==> src/rtl/pal_pkg.sv <==
// shared types and constants for the positional array list
package pal_pkg;

  localparam int unsigned CAPACITY = 128;
  localparam int unsigned DATA_W   = 8;
  localparam int unsigned CNT_W    = $clog2(CAPACITY + 1);
  localparam int unsigned ADDR_W   = $clog2(CAPACITY);
  localparam int unsigned CMP_W    = (CNT_W > 8) ? CNT_W : 8;

  typedef enum logic [1:0] {
    KIND_APPEND = 2'd0,
    KIND_INSERT = 2'd1,
    KIND_DELETE = 2'd2,
    KIND_NOP    = 2'd3
  } kind_e;

  typedef enum logic [1:0] {
    ST_DONE   = 2'd0,
    ST_FULL   = 2'd1,
    ST_BADPOS = 2'd2
  } status_e;

  typedef enum logic [1:0] {
    RD_POS  = 2'd0,
    RD_TOP  = 2'd1,
    RD_PREV = 2'd2,
    RD_NEXT = 2'd3
  } rd_sel_e;

  typedef enum logic [1:0] {
    WR_UP   = 2'd0,
    WR_DOWN = 2'd1,
    WR_PUT  = 2'd2
  } wr_sel_e;

  typedef struct packed {
    logic [1:0] kind;
    logic [7:0] position;
    logic [7:0] value;
  } req_t;

  typedef struct packed {
    logic [1:0] status;
    logic [7:0] removed_value;
    logic [7:0] count;
    logic       empty_res;
    logic       full_res;
  } res_t;

  typedef struct packed {
    logic    latch_req;
    logic    rd_en;
    rd_sel_e rd_sel;
    logic    wr_en;
    wr_sel_e wr_sel;
    logic    cnt_inc;
    logic    cnt_dec;
    logic    grab_removed;
    logic    set_status;
    status_e status;
    logic    out_load;
  } cmd_t;

  typedef struct packed {
    logic [1:0] kind;
    logic       full;
    logic       ins_bad;
    logic       del_bad;
    logic       ins_at_end;
    logic       at_pos;
    logic       more;
    logic       out_busy;
  } stat_t;

endpackage

==> src/rtl/pal_ram.sv <==
// generic simple dual-port ram with registered read
module pal_ram #(
  parameter int unsigned WIDTH = 8,
  parameter int unsigned DEPTH = 128
) (
  input  logic                     clk_i,
  input  logic                     we_i,
  input  logic [$clog2(DEPTH)-1:0] waddr_i,
  input  logic [WIDTH-1:0]         wdata_i,
  input  logic                     re_i,
  input  logic [$clog2(DEPTH)-1:0] raddr_i,
  output logic [WIDTH-1:0]         rdata_o
);

  logic [WIDTH-1:0] mem_q [DEPTH];
  logic [WIDTH-1:0] rdata_q;

  always_ff @(posedge clk_i) begin
    if (we_i) begin
      mem_q[waddr_i] <= wdata_i;
    end
    if (re_i) begin
      rdata_q <= mem_q[raddr_i];
    end
  end

  assign rdata_o = rdata_q;

endmodule

==> src/rtl/pal_ctrl.sv <==
// sequencer for append, insert and delete requests
module pal_ctrl (
  input  logic          clk_i,
  input  logic          rst_ni,
  input  logic          in_valid_i,
  output logic          in_ready_o,
  input  pal_pkg::stat_t stat_i,
  output pal_pkg::cmd_t  cmd_o
);

  localparam logic [2:0] S_IDLE   = 3'd0;
  localparam logic [2:0] S_CHECK  = 3'd1;
  localparam logic [2:0] S_UP     = 3'd2;
  localparam logic [2:0] S_PUT    = 3'd3;
  localparam logic [2:0] S_DCAP   = 3'd4;
  localparam logic [2:0] S_DMV    = 3'd5;
  localparam logic [2:0] S_RESULT = 3'd6;

  logic [2:0] state_q, state_d;

  always_ff @(posedge clk_i or negedge rst_ni) begin
    if (!rst_ni) begin
      state_q <= S_IDLE;
    end else begin
      state_q <= state_d;
    end
  end

  assign in_ready_o = (state_q == S_IDLE);

  always_comb begin
    state_d            = state_q;
    cmd_o              = '0;
    cmd_o.rd_sel       = pal_pkg::RD_POS;
    cmd_o.wr_sel       = pal_pkg::WR_PUT;
    cmd_o.status       = pal_pkg::ST_DONE;
    case (state_q)
      S_IDLE: begin
        if (in_valid_i) begin
          cmd_o.latch_req = 1'b1;
          state_d         = S_CHECK;
        end
      end
      S_CHECK: begin
        case (stat_i.kind)
          pal_pkg::KIND_APPEND, pal_pkg::KIND_INSERT: begin
            if (stat_i.full) begin
              cmd_o.set_status = 1'b1;
              cmd_o.status     = pal_pkg::ST_FULL;
              state_d          = S_RESULT;
            end else if (stat_i.ins_bad) begin
              cmd_o.set_status = 1'b1;
              cmd_o.status     = pal_pkg::ST_BADPOS;
              state_d          = S_RESULT;
            end else if (stat_i.ins_at_end) begin
              state_d = S_PUT;
            end else begin
              // start moving from the last element downwards
              cmd_o.rd_en  = 1'b1;
              cmd_o.rd_sel = pal_pkg::RD_TOP;
              state_d      = S_UP;
            end
          end
          pal_pkg::KIND_DELETE: begin
            if (stat_i.del_bad) begin
              cmd_o.set_status = 1'b1;
              cmd_o.status     = pal_pkg::ST_BADPOS;
              state_d          = S_RESULT;
            end else begin
              cmd_o.rd_en  = 1'b1;
              cmd_o.rd_sel = pal_pkg::RD_POS;
              state_d      = S_DCAP;
            end
          end
          default: begin
            state_d = S_RESULT;
          end
        endcase
      end
      S_UP: begin
        cmd_o.wr_en  = 1'b1;
        cmd_o.wr_sel = pal_pkg::WR_UP;
        if (stat_i.at_pos) begin
          state_d = S_PUT;
        end else begin
          cmd_o.rd_en  = 1'b1;
          cmd_o.rd_sel = pal_pkg::RD_PREV;
        end
      end
      S_PUT: begin
        cmd_o.wr_en   = 1'b1;
        cmd_o.wr_sel  = pal_pkg::WR_PUT;
        cmd_o.cnt_inc = 1'b1;
        state_d       = S_RESULT;
      end
      S_DCAP: begin
        cmd_o.grab_removed = 1'b1;
        if (stat_i.more) begin
          cmd_o.rd_en  = 1'b1;
          cmd_o.rd_sel = pal_pkg::RD_NEXT;
          state_d      = S_DMV;
        end else begin
          cmd_o.cnt_dec = 1'b1;
          state_d       = S_RESULT;
        end
      end
      S_DMV: begin
        cmd_o.wr_en  = 1'b1;
        cmd_o.wr_sel = pal_pkg::WR_DOWN;
        if (stat_i.more) begin
          cmd_o.rd_en  = 1'b1;
          cmd_o.rd_sel = pal_pkg::RD_NEXT;
        end else begin
          cmd_o.cnt_dec = 1'b1;
          state_d       = S_RESULT;
        end
      end
      S_RESULT: begin
        if (!stat_i.out_busy) begin
          cmd_o.out_load = 1'b1;
          state_d        = S_IDLE;
        end
      end
      default: begin
        state_d = S_IDLE;
      end
    endcase
  end

endmodule

==> src/rtl/pal_datapath.sv <==
// element store, count, shift pointer and result register
module pal_datapath (
  input  logic           clk_i,
  input  logic           rst_ni,
  input  pal_pkg::req_t  in_req_i,
  input  pal_pkg::cmd_t  cmd_i,
  output pal_pkg::stat_t stat_o,
  output logic           out_valid_o,
  input  logic           out_ready_i,
  output pal_pkg::res_t  out_res_o
);

  localparam int unsigned CNT_W  = pal_pkg::CNT_W;
  localparam int unsigned ADDR_W = pal_pkg::ADDR_W;
  localparam int unsigned CMP_W  = pal_pkg::CMP_W;
  localparam int unsigned DATA_W = pal_pkg::DATA_W;

  logic [CNT_W-1:0]  count_q, count_d;
  logic [CNT_W-1:0]  ptr_q, ptr_d;
  logic [CMP_W-1:0]  pos_q;
  logic [1:0]        kind_q;
  logic [DATA_W-1:0] value_q;
  logic [DATA_W-1:0] removed_q;
  logic [1:0]        status_q;
  logic              out_valid_q, out_valid_d;
  pal_pkg::res_t     out_res_q;

  logic [CNT_W-1:0]  ptr_inc, ptr_dec, rd_addr;
  logic [CMP_W-1:0]  count_ext;
  logic [ADDR_W-1:0] waddr;
  logic [DATA_W-1:0] wdata, rdata;

  assign ptr_inc   = ptr_q + CNT_W'(1);
  assign ptr_dec   = ptr_q - CNT_W'(1);
  assign count_ext = CMP_W'(count_q);

  always_comb begin
    case (cmd_i.rd_sel)
      pal_pkg::RD_POS:  rd_addr = pos_q[CNT_W-1:0];
      pal_pkg::RD_TOP:  rd_addr = count_q - CNT_W'(1);
      pal_pkg::RD_PREV: rd_addr = ptr_dec;
      pal_pkg::RD_NEXT: rd_addr = ptr_inc;
      default:          rd_addr = ptr_q;
    endcase
  end

  always_comb begin
    case (cmd_i.wr_sel)
      pal_pkg::WR_UP: begin
        waddr = ptr_inc[ADDR_W-1:0];
        wdata = rdata;
      end
      pal_pkg::WR_DOWN: begin
        waddr = ptr_dec[ADDR_W-1:0];
        wdata = rdata;
      end
      pal_pkg::WR_PUT: begin
        waddr = pos_q[ADDR_W-1:0];
        wdata = value_q;
      end
      default: begin
        waddr = pos_q[ADDR_W-1:0];
        wdata = value_q;
      end
    endcase
  end

  pal_ram #(
    .WIDTH(DATA_W),
    .DEPTH(pal_pkg::CAPACITY)
  ) u_store (
    .clk_i  (clk_i),
    .we_i   (cmd_i.wr_en),
    .waddr_i(waddr),
    .wdata_i(wdata),
    .re_i   (cmd_i.rd_en),
    .raddr_i(rd_addr[ADDR_W-1:0]),
    .rdata_o(rdata)
  );

  always_comb begin
    count_d = count_q;
    if (cmd_i.cnt_inc) begin
      count_d = count_q + CNT_W'(1);
    end else if (cmd_i.cnt_dec) begin
      count_d = count_q - CNT_W'(1);
    end
  end

  // pointer follows the address last read
  assign ptr_d = cmd_i.rd_en ? rd_addr : ptr_q;

  assign out_valid_d = cmd_i.out_load ? 1'b1 : (out_ready_i ? 1'b0 : out_valid_q);

  always_ff @(posedge clk_i or negedge rst_ni) begin
    if (!rst_ni) begin
      count_q     <= '0;
      out_valid_q <= 1'b0;
    end else begin
      count_q     <= count_d;
      out_valid_q <= out_valid_d;
    end
  end

  always_ff @(posedge clk_i) begin
    ptr_q <= ptr_d;
    if (cmd_i.latch_req) begin
      kind_q    <= in_req_i.kind;
      value_q   <= in_req_i.value;
      removed_q <= '0;
      status_q  <= pal_pkg::ST_DONE;
      // append is an insert at the current count
      if (in_req_i.kind == pal_pkg::KIND_APPEND) begin
        pos_q <= count_ext;
      end else begin
        pos_q <= CMP_W'(in_req_i.position);
      end
    end
    if (cmd_i.grab_removed) begin
      removed_q <= rdata;
    end
    if (cmd_i.set_status) begin
      status_q <= cmd_i.status;
    end
    if (cmd_i.out_load) begin
      out_res_q.status        <= status_q;
      out_res_q.removed_value <= removed_q;
      out_res_q.count         <= count_ext[7:0];
      out_res_q.empty_res     <= (count_q == '0);
      out_res_q.full_res      <= (count_q == CNT_W'(pal_pkg::CAPACITY));
    end
  end

  assign stat_o.kind       = kind_q;
  assign stat_o.full       = (count_q == CNT_W'(pal_pkg::CAPACITY));
  assign stat_o.ins_bad    = (pos_q > count_ext);
  assign stat_o.del_bad    = (pos_q >= count_ext);
  assign stat_o.ins_at_end = (pos_q == count_ext);
  assign stat_o.at_pos     = (ptr_q == pos_q[CNT_W-1:0]);
  assign stat_o.more       = (ptr_inc < count_q);
  assign stat_o.out_busy   = out_valid_q && !out_ready_i;

  assign out_valid_o = out_valid_q;
  assign out_res_o   = out_res_q;

endmodule

==> src/rtl/positional_array_list_core.sv <==
// top level of the positional array list engine
//
// Request channel in_valid_i/in_ready_o carries one operation in in_req_i:
// append, insert at a position or delete at a position. Each request gives
// exactly one result on out_valid_o/out_ready_i in out_res_o: status,
// removed byte, element count and the empty and full flags.
// Requests are handled one at a time. A rejected request, an unused kind,
// an append and an insert at the end move no element. An insert at position
// p below the count moves the count - p elements from p upwards up by one,
// and a delete at p moves the count - p - 1 elements above p down by one,
// one element moved per cycle through the one read port and one write port
// of the element ram. The next request is accepted at the earliest in the
// cycle after a result is loaded into the output register.
// The output register holds a result while the receiver stalls; the next
// request may be accepted and worked on, but its result waits until the
// held one is taken.
// Reset clears the element count and the result valid flag, leaving an empty
// list; the element ram needs no clearing pass.
module positional_array_list_core (
  input  logic          clk_i,
  input  logic          rst_ni,
  input  logic          in_valid_i,
  output logic          in_ready_o,
  input  pal_pkg::req_t in_req_i,
  output logic          out_valid_o,
  input  logic          out_ready_i,
  output pal_pkg::res_t out_res_o
);

  pal_pkg::cmd_t  cmd;
  pal_pkg::stat_t stat;

  pal_ctrl u_ctrl (
    .clk_i     (clk_i),
    .rst_ni    (rst_ni),
    .in_valid_i(in_valid_i),
    .in_ready_o(in_ready_o),
    .stat_i    (stat),
    .cmd_o     (cmd)
  );

  pal_datapath u_dp (
    .clk_i      (clk_i),
    .rst_ni     (rst_ni),
    .in_req_i   (in_req_i),
    .cmd_i      (cmd),
    .stat_o     (stat),
    .out_valid_o(out_valid_o),
    .out_ready_i(out_ready_i),
    .out_res_o  (out_res_o)
  );

endmodule

==> config.mk <==
export PLATFORM = sky130hd
export DESIGN_NAME = positional_array_list_core
export DESIGN_NICKNAME = d
export VERILOG_FILES = /design/src/rtl/pal_pkg.sv /design/src/rtl/pal_ram.sv /design/src/rtl/pal_ctrl.sv /design/src/rtl/pal_datapath.sv /design/src/rtl/positional_array_list_core.sv
export SDC_FILE = /design/constraint.sdc
export NUM_CORES = 2
export LEC_CHECK = 0
export ABC_AREA = 1
export BUFFER_PORTS_ARGS = -buffer_cell sky130_fd_sc_hd__buf_2
export CAP_MARGIN = 20
export CELL_PAD_IN_SITES_DETAIL_PLACEMENT = 1
export CELL_PAD_IN_SITES_GLOBAL_PLACEMENT = 1
export CORE_UTILIZATION = 25
export CTS_CLUSTER_DIAMETER = 30
export DETAILED_ROUTE_END_ITERATION = 8
export PLACE_DENSITY = 0.51
export REMOVE_ABC_BUFFERS = 1
export SYNTH_ARGS = -nofsm -noshare
export SYNTH_HDL_FRONTEND = slang
export SYNTH_HIERARCHICAL = 1
export SYNTH_SLANG_ARGS = --single-unit
==> constraint.sdc <==
create_clock -name clk_i -period 4.33 [get_ports clk_i]
set_input_delay 0.6495 -clock clk_i [delete_from_list [all_inputs] [get_ports clk_i]]
set_output_delay 0.6495 -clock clk_i [all_outputs]
set_load 0.02 [all_outputs]
# Yosys cells after proc, flatten, opt, wreduce, memory -nomap -nowiden
# Memory sizes are Yosys's and may differ from the RTL's. A register that Yosys moved wholly into a read port is not among the register bits.
# Cells that the tools add are included.
dict set report op_classes {
  n_eq_ne 19
  n_reduce_logical 16
  n_lt_le_gt_ge 3
  mux 47
  add_sub_neg 4
}
# op n
set op_table {}
lappend op_table {{two-way mux 3 bit} 16}
lappend op_table {{two-way mux 8 bit} 6}
lappend op_table {{case mux 8 bit (4 select lines)} 1}
lappend op_table {{case mux 3 bit (7 select lines)} 1}
lappend op_table {{case mux 3 bit (2 select lines)} 3}
lappend op_table {{case mux 3 bit (3 select lines)} 2}
lappend op_table {{adder 8 x 1 -> 8 bit (second input constant)} 2}
lappend op_table {{equality test 8 bit} 2}
lappend op_table {{subtractor 8 x 1 -> 8 bit (second input constant)} 2}
lappend op_table {{case mux 7 bit (2 select lines)} 1}
lappend op_table {{two-way mux 1 bit} 13}
lappend op_table {{equality test 3 bit (second input constant)} 3}
lappend op_table {{equality test 8 bit (second input constant)} 1}
lappend op_table {{greater-or-equal comparator 8 bit} 1}
lappend op_table {{> comparator 8 bit} 1}
lappend op_table {{zero test 2 bit} 4}
lappend op_table {{zero test 8 bit} 1}
lappend op_table {{< comparator 8 bit} 1}
lappend op_table {{two-way mux 2 bit} 4}
lappend op_table {{!= test 2 bit (second input constant)} 4}
lappend op_table {{nonzero test 2 bit} 4}
lappend op_table {{equality test 2 x 1 -> 1 bit (second input constant)} 3}
lappend op_table {{equality test 2 bit (second input constant)} 3}
lappend op_table {{equality test 3 x 2 -> 1 bit (second input constant)} 2}
lappend op_table {{6 further kinds} 8}
dict set report totals {
  wordCells 104
  regBits 68
  ram_bits 1024
  mem_count 1
  in_bits 22
  out_inout_bits 22
}
# name words word_bits read_ports rd_clocked_by_memory_dff write_ports line
set mem_list {}
lappend mem_list {u_dp.u_store.mem_q 128 8 1 1 1 pal_ram.sv:15} ;# logic [WIDTH-1:0] mem_q [DEPTH];

# Logic depth before layout (Yosys ltp)
dict set report depth {
  ltp_word 8
  depth_mapped 29
  ltp_nobuf 25
}

# Cells and area by module
# The synthesis kept the hierarchy.
# module area_each_um2 instances seq_area_each_um2 cells_each
set by_module_without_submodules {}
lappend by_module_without_submodules {pal_ram 42184.2 1 30989.7 3575}
lappend by_module_without_submodules {pal_datapath 3751.1 1 1906.8 396}
lappend by_module_without_submodules {pal_ctrl 480.5 1 75.1 74}

# Least setup slack after synthesis
# No wires, ideal clock.
dict set report synth_path {
  path_type {flip-flop to flip-flop}
  start {reg u_dp.ptr_q[0]}
  end {reg u_dp.u_store.rdata_q[6], in the netlist u_dp/u_store/rdata_o[6], read port of u_dp.u_store.mem_q, data pin}
  slack_ps 560
  setup_ps 252
  n_path_buf 2
  synth_period_minus_slack_ps 3770
  path_stages_with_launch 25
  t_arrival_ps 3518
  required_time_ps 4078
  cell_sequence {edfxtp_1 > ha_1 > nand3_4 > nor2_2 > nand2_1 > and2_4 > ha_1 > inv_1 > o31ai_1 > a21oi_1 > nand2_1 > o31ai_2 > inv_1 > nor2_1 > nand3_1 > nand4_1 > clkbuf_1 > clkbuf_1 > nand3_1 > nand2_1 > nand2_1 > nand3_1 > nand2_1 > nand2_1 > nand2_1}
}
# element line
set synth_rtl {}
lappend synth_rtl {{start, declared} pal_datapath.sv:19} ;# logic [CNT_W-1:0] ptr_q, ptr_d;
lappend synth_rtl {{start signal, assigned} pal_datapath.sv:106} ;# ptr_q <= ptr_d;
lappend synth_rtl {{end, declared} pal_ram.sv:16} ;# logic [WIDTH-1:0] rdata_q;

==> results.md <==
- Setup ws final: -0.0485 ns
- I/O pins: between 40 and 50
- Max-slew violations: 0
- Busiest layer in global routing: met2
- Nets@finish: approximately 4,600
- Hold WS: just over 0.1 ns
- Critical path data required time: around 5 ns
- Place WS: -0.531 ns
- Post-synth ARST share: 1.09%
- GR Util met2: 27.9%
- Post-synth design cell area: 46,400 um2
- CP dominant cell by count: nand2_1
- Violated checks: negative setup slack
- Clk_skew: 0.0773 ns
- Min-Delay Path Class: primary input to register
- Warnings from Yosys: 6
- Outcome: complete, but fails checks
- Grt ovf: 0
- Part of the cycle the worst path needs: 101%
- Largest net degree at the start of global routing: 75
- CTS tree: done
- #FFs+latches synth: about 1,100
- Clk_lat worst skew: between 0.9 and 1 ns
- HPWL after DPL: approximately 100,000 um
- Row count: approximately 160
- Core area: around 180,000 um2
- Total global-route track usage: roughly 18%
- Worst path max stage delay: about 0.47 ns
- Register-to-register setup slack: -0.05 ns
- Syn_area_per_cell: 11.5 um2
- Final instance area: 63,500 um2
- Slew of the pin with the lowest slew margin: roughly 0.9 ns
- Worst reg2reg path startpoint: u_dp/ptr_q[0]
- Slew margin rel.: 39.4%
- TritonCTS Buffers: 306
- Detailed-route wire length: between 150,000 and 200,000 um
- Worst Setup Start Kind: register
- Reg2reg end: u_dp/u_store/rdata_o[6]
- Clock sinks: approximately 1,100
- Sequential area share after synthesis: 71.0%
- Die width: approximately 430 um
- # port buffers: 43
- Drt first pass iters: 5
- Achievable Freq: 0.228 GHz
- WHS Path Cells: 3
- CTS root buffer: clkbuf_16
- Initial antenna violation count: 5
- EDFF count, synth: about 1,100
- Via density: 4.68
- Final setup viols: 8
- Worst Path Arrival: between 5 and 6 ns
- Cell variety after synth: between 40 and 50
- Fillers: approximately 20,000
- DR vias: around 34,000
- Worst hold start: in_req_i[8]
- CTS clk-pin slew, worst paths: around 0.040 ns
- Global-route wire length before repair: approximately 240,000 um
- DR iter-0 viols: between 2,000 and 3,000
- Final hold vios: 0
- Worst Path Max Fanout: 28
- Vias in the first global route: 35,513
- Met3 Usage GRT: a little over 3%
- CTS H-tree depth: 5
- Cell Area, Placed: approximately 52,000 um2
- Wirelength per Cell: approximately 23 um
- Path depth of the worst reg2reg path: 29
- Hold endpoint: u_dp/pos_q[0]
- Syn Inst Count: about 4,000
- Clock Tree Buf Depth: 4
- Die Ht: 433 um
- Starting Density: between 20% and 30%
- Share of cells above drive strength 1: 21.6%
- Area growth syn-to-layout: 36.7%
- Crit. End Element: register
- Die ar.: 187,000 um2
- Slowest cell on the critical path: edfxtp_1
- Minimum clock period: 4.38 ns
- Most used flip-flop cell after synthesis: edfxtp_1
- Number of max-cap violations: 0
- RSZ-0062 raised after global routing: yes
- DR DRC count: 0
- Routability congestion estimate: roughly 0.80
- M1 GR Usage: about 25%
- Crit Path Class: register to register
- DRT antenna net count: 0
## cells in the mapped netlist, types with 2 or more instances
library cell     n  area share, %
buf_4           43           0.70
buf_6           25           0.61
nand2_2          7          0.094
inv_2            8          0.065
xor2_1          10           0.19
nor4_1           3          0.040
clkbuf_8         3          0.089
o211ai_1         5          0.081
buf_1           14           0.11
nor2_2           5          0.067
mux2_2           8           0.19
or2_2            6          0.081
ha_1            20           0.54
buf_2          122            1.3
o21ai_1          2          0.022
nand3_2          5           0.11
xnor2_1          4          0.075
inv_1           73           0.59
edfxtp_1      1088             70
o21ai_0          8          0.086
o311ai_0         2          0.038
nand4_1         17           0.23
clkbuf_1        35           0.28
dfrtp_1         12           0.65
nand3_1        963             10
nor2_4           2          0.049
nand2_1       1325             11
nor2_1         171            1.4
a21oi_1         28           0.30
nor3_1          13           0.14
and2_4           2          0.038
## worst max-delay path, delay by kind of cell (launching register included)
| kind | cells | cell delay (ns) |
|---|---|---|
| buffers and inverters | 8 | 1.10 |
| AND/OR/NAND/NOR | 16 | 1.64 |
| flip-flops | 1 | 0.47 |
| AO/OA/AOI/OAI | 3 | 0.39 |
| adder cells (fa/ha/maj) | 2 | 0.47 |
## placed cells by master (no fill, tap or decap), drive strengths merged, types with 9 or more instances in the layout
cell / Yosys / routed
nand2: 1333 / 1333
edfxtp: 1088 / 1088
nand3: 969 / 969
buf: 204 / 432
clkbuf: 38 / 361
nor2: 179 / 179
clkinv: 1 / 113
inv: 83 / 90
bufinv: 0 / 39
a21oi: 28 / 28
ha: 20 / 20
nand4: 17 / 17
clkinvlp: 0 / 15
nor3: 14 / 14
dfrtp: 12 / 12
dlygate4sd3: 0 / 11
o21ai: 11 / 11
xor2: 10 / 10
bufbuf: 0 / 9
## registers in the layout, summed over array words and instances (netlist names)
signal	cells
u_dp/value_q	8
u_ctrl/state_q	3
u_dp/pos_q	8
u_dp/ptr_q	8
u_dp/u_store/mem_q	1024
u_dp/removed_q	8
u_dp/u_store/rdata_o	8
u_dp/status_q	2
u_dp/out_valid_o	1
u_dp/kind_q	2
u_dp/count_ext	8
u_dp/out_res_o	20
## metrics by stage
stage          utilization (%)  setup TNS [ns]  std cells
2_1_floorplan                -         -250.94       3803
3_3_place_gp              28.3           -3.38       6675
3_5_place_dp              28.3           -3.67       6675
4_1_cts                   34.3         -0.0143       7239
5_1_grt                   34.6           -2.02       7255
6_report                  34.6          -0.156       7255
## cell families after synthesis
kind of cell    after synthesis  share of synthesized area (%)
compound gates               51                          0.636
xor+xnor                     14                          0.264
fa+ha+maj                    20                          0.539
buf+inv                     326                           3.80
flops                      1100                           71.0
mux                           8                          0.194
simple gates               2526                           23.5
## area by class of cell
class	instances	area [um2]	share of cell area (%)
Tap cell	2464	3080	4.86
Inverter	84	373	0.588
Multi-Input combinational cell	2619	12300	19.4
Antenna cell	2	5.00	0.00789
Clock buffer	355	7960	12.5
Clock inverter	171	1910	3.01
Timing Repair Buffer	458	4840	7.62
Timing Repair inverter	2	22.5	0.0355
Sequential cell	1100	33000	52.0
## per-layer routing
layer  vias to the layer above  part of all wire (%)
met2                       948                    46
met4                         2                   2.3
met1                     17323                    46
met3                       287                   5.4
met5                         -                0.0066
li1                      15378                     -
## what timing repair did
item | in CTS | in global routing
resized for setup | 98 | 61
endpoints found under the hold margin | 22 | 0
cloned | 14 | 6
endpoints found under the setup margin | 8 | 8
hold buffers | 11 | 0
pin swaps | 9 | 10
buffers inserted | 13 | 8
## worst max-delay path by stage
stage / start / end / slack [ns] / depth (start not counted)
detailed placement: u_dp/ptr_q[1] / u_dp/u_store/rdata_o[6] / -0.53 / 26
CTS: u_dp/ptr_q[0] / u_dp/u_store/rdata_o[7] / -0.01 / 28
global placement: u_dp/ptr_q[1] / u_dp/u_store/rdata_o[6] / -0.50 / 26
floorplan: u_dp/ptr_q[2] / u_dp/u_store/rdata_o[7] / -27.03 / 23
finish: u_dp/ptr_q[0] / u_dp/u_store/rdata_o[6] / -0.05 / 29
global route: u_dp/ptr_q[0] / u_dp/u_store/rdata_o[7] / -0.26 / 28
Power is not shown: default switching activity piles up to over one toggle a cycle in this logic, so the estimate is an artifact.
